File: src/rtl/assert_macros.svh
// Assertion macros shared by the deframer RTL.
// No dependencies; included by files that carry concurrent assertions.
`ifndef ASSERT_MACROS_SVH
`define ASSERT_MACROS_SVH

// Same-cycle implication under an active-low reset
`define ASSERT_IMPL(label, clk, rst_n, ante, cons, msg) \
    label: assert property (@(posedge clk) disable iff (!rst_n) (ante) |-> (cons)) \
        else $error(msg);

// Next-cycle implication under an active-low reset
`define ASSERT_NEXT(label, clk, rst_n, ante, cons, msg) \
    label: assert property (@(posedge clk) disable iff (!rst_n) (ante) |=> (cons)) \
        else $error(msg);

`endif

File: src/rtl/crcdfr_pkg.sv
// Shared constants, types and the CRC-16 byte update for the frame deframer.
// No dependencies.
package crcdfr_pkg;

    localparam int FRAME_BUFFER_BYTES = 64;
    localparam int HDR_BYTES          = 5;
    localparam int MIN_FRAME          = 7;
    localparam int PAYLOAD_CAP        = FRAME_BUFFER_BYTES - MIN_FRAME;
    localparam int POS_W              = $clog2(FRAME_BUFFER_BYTES + 1);
    localparam int PIDX_W             = $clog2(PAYLOAD_CAP);
    localparam int PLEN_W             = $clog2(PAYLOAD_CAP + 1);
    localparam int RAM_AW             = PIDX_W + 1;
    localparam int RAM_DEPTH          = 1 << RAM_AW;
    localparam int QUEUE_DEPTH        = 2;
    localparam int QPTR_W             = $clog2(QUEUE_DEPTH);
    localparam int QCNT_W             = $clog2(QUEUE_DEPTH + 1);
    localparam int CFG_IDX_W          = 2;

    localparam logic [15:0] CRC_INIT = 16'hFFFF;
    localparam logic [15:0] CRC_POLY = 16'h1021;
    localparam logic [7:0]  START_RST = 8'h02;
    localparam logic [7:0]  END_RST   = 8'h03;

    typedef enum logic [CFG_IDX_W-1:0] {
        REG_START_BYTE = 2'd0,
        REG_END_BYTE   = 2'd1
    } cfg_reg_e;

    // one good frame waiting to be drained
    typedef struct packed {
        logic              bank;
        logic [7:0]        opcode;
        logic [PLEN_W-1:0] plen;
    } desc_t;

    typedef struct packed {
        logic              en;
        logic [RAM_AW-1:0] addr;
        logic [7:0]        data;
    } ram_wr_t;

    typedef struct packed {
        logic head_valid;
        logic full;
    } q_status_t;

    function automatic logic [15:0] crc_add(input logic [15:0] crc, input logic [7:0] b);
        logic [15:0] c;
        c = crc ^ {b, 8'h00};
        for (int k = 0; k < 8; k++)
        begin
            if (c[15])
                c = {c[14:0], 1'b0} ^ CRC_POLY;
            else
                c = {c[14:0], 1'b0};
        end
        return c;
    endfunction

endpackage

File: src/rtl/crcdfr_ram.sv
// Generic single-write, single-read RAM with registered read data.
// No dependencies.
module crcdfr_ram #(
    parameter int WIDTH = 8,
    parameter int DEPTH = 128
) (
    input  logic                     clk,
    input  logic                     we,
    input  logic [$clog2(DEPTH)-1:0] waddr,
    input  logic [WIDTH-1:0]         wdata,
    input  logic                     re,
    input  logic [$clog2(DEPTH)-1:0] raddr,
    output logic [WIDTH-1:0]         rdata
);

    logic [WIDTH-1:0] mem [DEPTH];

    always_ff @(posedge clk)
    begin
        if (we)
            mem[waddr] <= wdata;
        if (re)
            rdata <= mem[raddr];
    end

endmodule

File: src/rtl/crcdfr_front.sv
// Front end: byte parser, on-the-fly CRC check and payload write into the buffer bank.
// Depends on crcdfr_pkg.
module crcdfr_front (
    input  logic                  clk,
    input  logic                  rst_n,
    input  logic                  in_valid,
    input  logic                  hold,
    input  logic [7:0]            rx_byte,
    input  logic [7:0]            start_byte,
    input  logic [7:0]            end_byte,
    output crcdfr_pkg::ram_wr_t   ram_wr,
    output logic                  push,
    output crcdfr_pkg::desc_t     push_desc
);
    import crcdfr_pkg::*;

    logic             inside_reg, inside_next;
    logic [POS_W-1:0] pos_reg, pos_next;
    logic [POS_W-1:0] exp_reg, exp_next;
    logic [15:0]      crc_reg, crc_next;
    logic [7:0]       len_lo_reg, len_lo_next;
    logic [7:0]       opcode_reg, opcode_next;
    logic             end_ok_reg, end_ok_next;
    logic [7:0]       crc_lo_reg, crc_lo_next;
    logic             bank_reg, bank_next;

    logic             accept;
    logic [POS_W:0]   idx_x;
    logic [POS_W:0]   exp_x;
    logic [15:0]      len16;
    logic [15:0]      crc_upd;
    logic [POS_W:0]   pidx;

    assign accept  = in_valid && !hold;
    assign idx_x   = {1'b0, pos_reg};
    assign exp_x   = {1'b0, exp_reg};
    assign len16   = {rx_byte, len_lo_reg};
    assign crc_upd = crc_add(crc_reg, rx_byte);
    assign pidx    = idx_x - (POS_W+1)'(4);

    always_comb
    begin
        inside_next = inside_reg;
        pos_next    = pos_reg;
        exp_next    = exp_reg;
        crc_next    = crc_reg;
        len_lo_next = len_lo_reg;
        opcode_next = opcode_reg;
        end_ok_next = end_ok_reg;
        crc_lo_next = crc_lo_reg;
        bank_next   = bank_reg;
        ram_wr.en   = 1'b0;
        ram_wr.addr = {bank_reg, pidx[PIDX_W-1:0]};
        ram_wr.data = rx_byte;
        push        = 1'b0;
        push_desc.bank   = bank_reg;
        push_desc.opcode = opcode_reg;
        push_desc.plen   = PLEN_W'(exp_reg - POS_W'(MIN_FRAME));

        if (accept)
        begin
            if (!inside_reg)
            begin
                if (rx_byte == start_byte)
                begin
                    inside_next = 1'b1;
                    pos_next    = POS_W'(1);
                    exp_next    = '0;
                    crc_next    = CRC_INIT;
                    end_ok_next = 1'b0;
                end
            end
            else if (idx_x >= (POS_W+1)'(FRAME_BUFFER_BYTES))
            begin
                inside_next = 1'b0;
                pos_next    = '0;
                exp_next    = '0;
            end
            else
            begin
                pos_next = pos_reg + POS_W'(1);
                if (idx_x == (POS_W+1)'(1))
                begin
                    len_lo_next = rx_byte;
                    crc_next    = crc_upd;
                end
                else if (idx_x == (POS_W+1)'(2))
                begin
                    crc_next = crc_upd;
                    if (len16 < 16'(MIN_FRAME - HDR_BYTES) ||
                        len16 > 16'(FRAME_BUFFER_BYTES - HDR_BYTES))
                    begin
                        inside_next = 1'b0;
                        pos_next    = '0;
                        exp_next    = '0;
                    end
                    else
                        exp_next = POS_W'(len16 + 16'(HDR_BYTES));
                end
                else if (idx_x + (POS_W+1)'(3) <= exp_x)
                begin
                    crc_next = crc_upd;
                    if (idx_x == (POS_W+1)'(3))
                        opcode_next = rx_byte;
                    if (idx_x + (POS_W+1)'(3) == exp_x)
                        end_ok_next = (rx_byte == end_byte);
                    else if (idx_x >= (POS_W+1)'(4) && pidx < (POS_W+1)'(PAYLOAD_CAP))
                        ram_wr.en = 1'b1;
                end
                else if (idx_x + (POS_W+1)'(2) == exp_x)
                    crc_lo_next = rx_byte;
                else
                begin
                    inside_next = 1'b0;
                    pos_next    = '0;
                    exp_next    = '0;
                    if (end_ok_reg && {rx_byte, crc_lo_reg} == crc_reg)
                    begin
                        push      = 1'b1;
                        bank_next = !bank_reg;
                    end
                end
            end
        end
    end

    always_ff @(posedge clk or negedge rst_n)
    begin
        if (!rst_n)
        begin
            inside_reg <= 1'b0;
            pos_reg    <= '0;
            exp_reg    <= '0;
            crc_reg    <= CRC_INIT;
            end_ok_reg <= 1'b0;
            bank_reg   <= 1'b0;
        end
        else
        begin
            inside_reg <= inside_next;
            pos_reg    <= pos_next;
            exp_reg    <= exp_next;
            crc_reg    <= crc_next;
            end_ok_reg <= end_ok_next;
            bank_reg   <= bank_next;
        end
    end

    always_ff @(posedge clk)
    begin
        len_lo_reg <= len_lo_next;
        opcode_reg <= opcode_next;
        crc_lo_reg <= crc_lo_next;
    end

endmodule

File: src/rtl/crcdfr_queue.sv
// Two-entry descriptor queue between parser and drain; an entry leaves when its drain ends.
// Depends on crcdfr_pkg.
module crcdfr_queue (
    input  logic                    clk,
    input  logic                    rst_n,
    input  logic                    push,
    input  crcdfr_pkg::desc_t       push_desc,
    input  logic                    pop,
    output crcdfr_pkg::desc_t       head,
    output crcdfr_pkg::q_status_t   status
);
    import crcdfr_pkg::*;

    desc_t             ent_reg [QUEUE_DEPTH];
    logic [QPTR_W-1:0] wptr_reg, wptr_next;
    logic [QPTR_W-1:0] rptr_reg, rptr_next;
    logic [QCNT_W-1:0] cnt_reg, cnt_next;
    logic              do_push, do_pop;

    assign do_push = push && (cnt_reg != QCNT_W'(QUEUE_DEPTH));
    assign do_pop  = pop && (cnt_reg != '0);

    assign head              = ent_reg[rptr_reg];
    assign status.head_valid = (cnt_reg != '0);
    assign status.full       = (cnt_reg == QCNT_W'(QUEUE_DEPTH));

    always_comb
    begin
        wptr_next = do_push ? wptr_reg + QPTR_W'(1) : wptr_reg;
        rptr_next = do_pop ? rptr_reg + QPTR_W'(1) : rptr_reg;
        cnt_next  = cnt_reg + QCNT_W'(do_push) - QCNT_W'(do_pop);
    end

    always_ff @(posedge clk or negedge rst_n)
    begin
        if (!rst_n)
        begin
            wptr_reg <= '0;
            rptr_reg <= '0;
            cnt_reg  <= '0;
        end
        else
        begin
            wptr_reg <= wptr_next;
            rptr_reg <= rptr_next;
            cnt_reg  <= cnt_next;
        end
    end

    always_ff @(posedge clk)
    begin
        if (do_push)
            ent_reg[wptr_reg] <= push_desc;
    end

endmodule

File: src/rtl/crcdfr_back.sv
// Back end: drains a queued frame from its buffer bank into the result register.
// Depends on crcdfr_pkg.
module crcdfr_back (
    input  logic                      clk,
    input  logic                      rst_n,
    input  crcdfr_pkg::desc_t         head,
    input  logic                      head_valid,
    output logic                      pop,
    output logic                      rd_en,
    output logic [crcdfr_pkg::RAM_AW-1:0] rd_addr,
    input  logic [7:0]                rd_data,
    output logic                      out_valid,
    input  logic                      out_stall,
    output logic [7:0]                frame_opcode,
    output logic [7:0]                payload_byte,
    output logic [crcdfr_pkg::PIDX_W-1:0] payload_index,
    output logic [crcdfr_pkg::PLEN_W-1:0] payload_length,
    output logic                      has_payload,
    output logic                      last_of_frame
);
    import crcdfr_pkg::*;

    logic [PIDX_W-1:0] k_reg, k_next;
    logic              pend_reg;
    logic [7:0]        m_op_reg;
    logic [PIDX_W-1:0] m_idx_reg;
    logic [PLEN_W-1:0] m_len_reg;
    logic              m_has_reg, m_last_reg;

    logic              ov_reg;
    logic [7:0]        o_op_reg, o_byte_reg;
    logic [PIDX_W-1:0] o_idx_reg;
    logic [PLEN_W-1:0] o_len_reg;
    logic              o_has_reg, o_last_reg;

    logic out_free, issue, empty_frame, is_last;

    assign out_free    = !ov_reg || !out_stall;
    assign issue       = head_valid && !pend_reg && out_free;
    assign empty_frame = (head.plen == '0);
    assign is_last     = empty_frame || (k_reg == head.plen - PLEN_W'(1));
    assign k_next      = is_last ? '0 : k_reg + PIDX_W'(1);

    assign pop     = issue && is_last;
    assign rd_en   = issue && !empty_frame;
    assign rd_addr = {head.bank, k_reg};

    always_ff @(posedge clk or negedge rst_n)
    begin
        if (!rst_n)
        begin
            k_reg    <= '0;
            pend_reg <= 1'b0;
            ov_reg   <= 1'b0;
        end
        else
        begin
            pend_reg <= issue;
            if (issue)
                k_reg <= k_next;
            if (pend_reg)
                ov_reg <= 1'b1;
            else if (!out_stall)
                ov_reg <= 1'b0;
        end
    end

    always_ff @(posedge clk)
    begin
        if (issue)
        begin
            m_op_reg   <= head.opcode;
            m_idx_reg  <= empty_frame ? '0 : k_reg;
            m_len_reg  <= head.plen;
            m_has_reg  <= !empty_frame;
            m_last_reg <= is_last;
        end
        if (pend_reg)
        begin
            o_op_reg   <= m_op_reg;
            o_byte_reg <= m_has_reg ? rd_data : 8'h00;
            o_idx_reg  <= m_idx_reg;
            o_len_reg  <= m_len_reg;
            o_has_reg  <= m_has_reg;
            o_last_reg <= m_last_reg;
        end
    end

    assign out_valid      = ov_reg;
    assign frame_opcode   = o_op_reg;
    assign payload_byte   = o_byte_reg;
    assign payload_index  = o_idx_reg;
    assign payload_length = o_len_reg;
    assign has_payload    = o_has_reg;
    assign last_of_frame  = o_last_reg;

endmodule

File: src/rtl/crc16_checked_frame_deframer.sv
// Top level of the CRC-16 checked frame deframer: config registers, parser, queue, drain, buffer.
// Depends on crcdfr_pkg, crcdfr_front, crcdfr_queue, crcdfr_back, crcdfr_ram, assert_macros.svh.
//
// Frames are start, len_lo, len_hi, opcode, payload, end, crc_lo, crc_hi; the CRC-16
// (poly 0x1021, init 0xFFFF) covers length to end byte. The parser takes one byte per cycle
// while not stalled and writes the payload into one of two buffer banks, so a second frame can be
// received while the first drains. Input stalls only while both banks hold good frames not yet
// fully drained. The drain issues no new buffer read while the last one is still on its way
// to the output register. Buffer contents need no clearing after reset.
`include "assert_macros.svh"

module crc16_checked_frame_deframer (
    input  logic                              clk,
    input  logic                              rst_n,
    input  logic                              in_valid,
    output logic                              in_stall,
    input  logic [7:0]                        rx_byte,
    output logic                              out_valid,
    input  logic                              out_stall,
    output logic [7:0]                        frame_opcode,
    output logic [7:0]                        payload_byte,
    output logic [crcdfr_pkg::PIDX_W-1:0]     payload_index,
    output logic [crcdfr_pkg::PLEN_W-1:0]     payload_length,
    output logic                              has_payload,
    output logic                              last_of_frame,
    input  logic                              cfg_valid,
    output logic                              cfg_ready,
    input  logic [crcdfr_pkg::CFG_IDX_W-1:0]  cfg_index,
    input  logic [7:0]                        cfg_data
);
    import crcdfr_pkg::*;

    logic [7:0]  start_reg;
    logic [7:0]  end_reg;

    ram_wr_t     ram_wr;
    logic        push, pop;
    desc_t       push_desc, head;
    q_status_t   q_stat;
    logic        rd_en;
    logic [RAM_AW-1:0] rd_addr;
    logic [7:0]  rd_data;

    assign cfg_ready = 1'b1;
    assign in_stall  = q_stat.full;

    always_ff @(posedge clk or negedge rst_n)
    begin
        if (!rst_n)
        begin
            start_reg <= START_RST;
            end_reg   <= END_RST;
        end
        else if (cfg_valid && cfg_ready)
        begin
            case (cfg_index)
                REG_START_BYTE: start_reg <= cfg_data;
                REG_END_BYTE:   end_reg   <= cfg_data;
                default:        ;
            endcase
        end
    end

    crcdfr_front u_front (
        .clk        (clk),
        .rst_n      (rst_n),
        .in_valid   (in_valid),
        .hold       (q_stat.full),
        .rx_byte    (rx_byte),
        .start_byte (start_reg),
        .end_byte   (end_reg),
        .ram_wr     (ram_wr),
        .push       (push),
        .push_desc  (push_desc)
    );

    crcdfr_queue u_queue (
        .clk       (clk),
        .rst_n     (rst_n),
        .push      (push),
        .push_desc (push_desc),
        .pop       (pop),
        .head      (head),
        .status    (q_stat)
    );

    crcdfr_ram #(
        .WIDTH (8),
        .DEPTH (RAM_DEPTH)
    ) u_ram (
        .clk   (clk),
        .we    (ram_wr.en),
        .waddr (ram_wr.addr),
        .wdata (ram_wr.data),
        .re    (rd_en),
        .raddr (rd_addr),
        .rdata (rd_data)
    );

    crcdfr_back u_back (
        .clk            (clk),
        .rst_n          (rst_n),
        .head           (head),
        .head_valid     (q_stat.head_valid),
        .pop            (pop),
        .rd_en          (rd_en),
        .rd_addr        (rd_addr),
        .rd_data        (rd_data),
        .out_valid      (out_valid),
        .out_stall      (out_stall),
        .frame_opcode   (frame_opcode),
        .payload_byte   (payload_byte),
        .payload_index  (payload_index),
        .payload_length (payload_length),
        .has_payload    (has_payload),
        .last_of_frame  (last_of_frame)
    );

    `ASSERT_IMPL(a_no_push_when_full, clk, rst_n, push, !q_stat.full, "frame pushed into full queue")
    `ASSERT_IMPL(a_bank_apart, clk, rst_n, rd_en && ram_wr.en, rd_addr[RAM_AW-1] != ram_wr.addr[RAM_AW-1], "parser writes the bank being drained")
    `ASSERT_IMPL(a_index_range, clk, rst_n, out_valid && has_payload, payload_index < payload_length, "payload index beyond length")
    `ASSERT_IMPL(a_empty_marker, clk, rst_n, out_valid && !has_payload, last_of_frame && payload_length == '0, "bad empty-frame marker")
    `ASSERT_NEXT(a_pop_frees, clk, rst_n, pop && !push && q_stat.full, !q_stat.full, "drained entry not released")

endmodule

File: config.mk
export PLATFORM = sky130hd
export DESIGN_NAME = crc16_checked_frame_deframer
export DESIGN_NICKNAME = d
export VERILOG_FILES = /design/src/rtl/crcdfr_pkg.sv /design/src/rtl/crcdfr_ram.sv /design/src/rtl/crcdfr_front.sv /design/src/rtl/crcdfr_queue.sv /design/src/rtl/crcdfr_back.sv /design/src/rtl/crc16_checked_frame_deframer.sv
export VERILOG_INCLUDE_DIRS = /design/src /design/src/rtl
export SDC_FILE = /design/constraint.sdc
export NUM_CORES = 1
export LEC_CHECK = 0
export ABC_AREA = 1
export BUFFER_PORTS_ARGS = -buffer_cell sky130_fd_sc_hd__buf_4
export CORE_MARGIN = 2
export CORE_UTILIZATION = 57
export DETAILED_ROUTE_END_ITERATION = 10
export GPL_TIMING_DRIVEN = 1
export PLACE_DENSITY_LB_ADDON = 0.25
export SYNTH_ARGS = -nofsm -noshare
export SYNTH_HDL_FRONTEND = slang
export SYNTH_SLANG_ARGS = --single-unit
File: constraint.sdc
create_clock -name clk -period 6.4 [get_ports clk]
set_input_delay 0.96 -clock clk [delete_from_list [all_inputs] [get_ports clk]]
set_output_delay 0.96 -clock clk [all_outputs]
set_load 0.01 [all_outputs]
==> reports/qor.yml <==
arrival_ns: 5.48
first_iter_violations: 4519
dp_hpwl_um: 75100
slowest_stage: "nor2_1"
synth-xor-area-share_pct: 0.876
clock_sinks: 1199
postPlaceCellArea_um2: 51300
fmax_mhz: 194
drv_slew: 0
cts.path.max_buffers: 3
routabilityCongestion: 0.957
cts_setup_buffers: 0
status: "completed"
yosys.area_share.adder_pct: 0.626
path_cells: "inv_1, ha_1, inv_1, nand2_1, nor2_1, xor2_1, ha_1, and3_1, nand2_1, nand2_1, nand2_1, nand2_1, inv_2, nand4_4, nor2_1"
synth_compound_area_share_pct: 6.83
hold_slack_ns: 0.336
initial_core_util_pct: 57.5
diodes: 0
antenna_left: 0
core_um2: 86900
max_stage_delay_ns: 0.83
clkTransAtPathRegs_ns: 0.06
leakagePower_nw: 19.3
die_x_um: 300
max-vdd-ir-drop_mv: 0.437
synth_top_family_by_area: "simple AND/OR/NAND/NOR gates"
grt-ovfl-total: 0
setup_viol: 0
syn_avg_cell_area_um2: 11.5
htreeDepth: 3
dr_total_vias: 33100
cap_viol_max_count: 0
synth_ff_type: "edfxtp_1"
area.growth.synth_to_final_pct: 10.3
worst_pin_slew_ns: 1.27
rsz0062_at_grt: "no"
rows: 108
synthSimpleGateAreaFrac_pct: 17.0
cp-start-kind: "register"
drive_gt1_share_pct: 8.46
antenna_found_initial: 0
worst-path-max-fanout: 16
cts_buffers: 115
synth_cells: 4341
ys_seq_area_share_pct: 71.5
grt_max_degree: 210
period_needed_ns: 5.15
chipHeight_um: 300
muxShareOfSynthArea_pct: 0
cts.root.buffer_cell: "clkbuf_16"
synth.top_cell.area_share_pct: 68.4
cts_tree: "done"
tns_ns: 0
drc_errors: 0
crit_path_frequent_cell: "nand2_1"
largest_reg_flops: 1024
synth_nets: 4389
crit_type: "register to register"
fp.dieArea_um2: 90100
cp-end-kind: "register"
p_per_area_nw_per_um2: 432
required_ns: 6.73
slew_headroom_pct: 15.3
netlist_area_um2: 50000
hold_path_class: "primary input to asynchronous set/reset pin"
insertion_delay_ns: 0.72
nets: 4365
drt-wirelength-per-cell_um: 23.2
firstDrtPassIters: 6
drt_wl_total_um: 129000
synth_cell_types: 42
grt_pass1_vias: 31800
post_drt_via_cell_ratio: 5.93
async_reset_ff_share_pct: 5.09
grt_pass1_wl_um: 193000
yosys_warnings: 0
ys_ff_latch: 1199
netlist_top_cells_area: "edfxtp_1, nor2_1, nand2_1"
ioPinCount: 56
portBuffers: 54
hold_violations: 0
min_period_over_period_pct: 80.4
synth_top_area_cell: "edfxtp_1"
cts_resized: 0
skew_ns: 0.0326
grtUsageTotal_pct: 28.6
fin_area_um2: 55200
postCtsHoldBufs: 0
post-route-util_pct: 63.5
synth_edf_count: 1138
cell type report:
cell class / instances / area [um2]
clock inverter: 78 / 812
clock buffer: 141 / 3090
fill: 6625 / 31700
timing repair buffer: 104 / 853
sequential: 1199 / 35700
inverter: 146 / 561
multi-input combinational: 2751 / 12700
tap: 1155 / 1450
layout by cell type (no fill, tap or decap), types with 3 or more instances in the layout:
master / n
dfstp_2: 19
clkbuf_1: 17
nor4_1: 3
inv_2: 10
ha_1: 25
xnor2_1: 20
xor2_1: 30
inv_1: 131
nand2_1: 700
buf_6: 6
nor3_1: 23
a21oi_1: 84
nor2_1: 866
o21ai_0: 438
inv_6: 4
buf_4: 94
clkbuf_8: 7
nor3_2: 8
o21ai_1: 17
clkinv_4: 5
bufinv_16: 12
o211ai_1: 88
dfrtp_1: 39
clkinv_2: 22
nand4_1: 10
nand4_4: 3
clkbuf_16: 117
clkinv_16: 3
edfxtp_1: 1138
clkinv_1: 23
nand3_1: 384
or2_2: 20
nor2_2: 3
nand3_2: 10
clkinvlp_4: 12
buf_12: 4
cell families (layout without fill, tap and decap cells):
group | count (synthesis) | in the layout
AOI/OAI and AO/OA | 634 | 634
xor gates and xnor gates | 50 | 50
adders and majority gates | 25 | 25
buffers and inverters | 391 | 469
DFF | 1199 | 1199
other | 1 | 1
and+or+nand+nor | 2041 | 2041
per-layer routing:
layer / vias to the layer above / wire [um] / track usage (%) / part of all wire (%)
met5: - / 0 / 0 / 0
li1: 15100 / - / - / -
met2: 1820 / 60400 / 45.6 / 47
met3: 276 / 12800 / 5.27 / 9.9
met4: 0 / 4880 / 11.0 / 3.8
met1: 15800 / 51000 / 39.7 / 40
critical path: cells and delay by family (launching register included):
family,cells,cell delay [ns]
and+or+nand+nor,9,2.34
buffers and inverters,3,0.93
DFF,1,0.71
adders and majority gates,2,0.60
xor gates and xnor gates,1,0.17
where the power goes:
part | total [mW] | switching [mW] | internal (mW)
Clock | 6.90 | 2.96 | 3.94
Sequential | 9.35 | 0.345 | 9.00
Combinational | 7.58 | 5.53 | 2.05
Total | 23.8 | 8.83 | 15.0
synthesized netlist by cell type, drive strengths merged, types with 15 or more instances:
master / number
o21ai: 455
nand4: 15
nand3: 394
a21oi: 86
xnor2: 20
buf: 97
clkbuf: 148
nor2: 870
dfstp: 19
inv: 142
dfrtp: 42
nand2: 703
ha: 25
o211ai: 88
edfxtp: 1138
nor3: 32
xor2: 30
or2: 20
metrics by stage:
step	instances	total power [mW]	setup WS, ns
detailed placement	5355	16.9	1.40
CTS	5574	23.7	1.36
floorplan	4341	14.3	2.77
finish	5574	23.8	1.25
global placement	5355	16.8	1.52
global route	5574	24.9	1.02
final timing paths:
path	start	endpoint	slack (ns)	cells after the start
max	u_front.pos_reg[0]	u_ram.mem[111][0]	1.25	15
min	rst_n	u_queue.cnt_reg[0]	0.34	1
max reg2reg	u_front.pos_reg[0]	u_ram.mem[111][0]	1.25	15
min reg2reg	u_back.m_op_reg[1]	u_back.frame_opcode[1]	0.42	0
max in group asynchronous	rst_n	u_back.k_reg[1]	5.45	1
min in group clk	u_back.m_op_reg[1]	u_back.frame_opcode[1]	0.42	0
(Power assumes the default switching activity.)
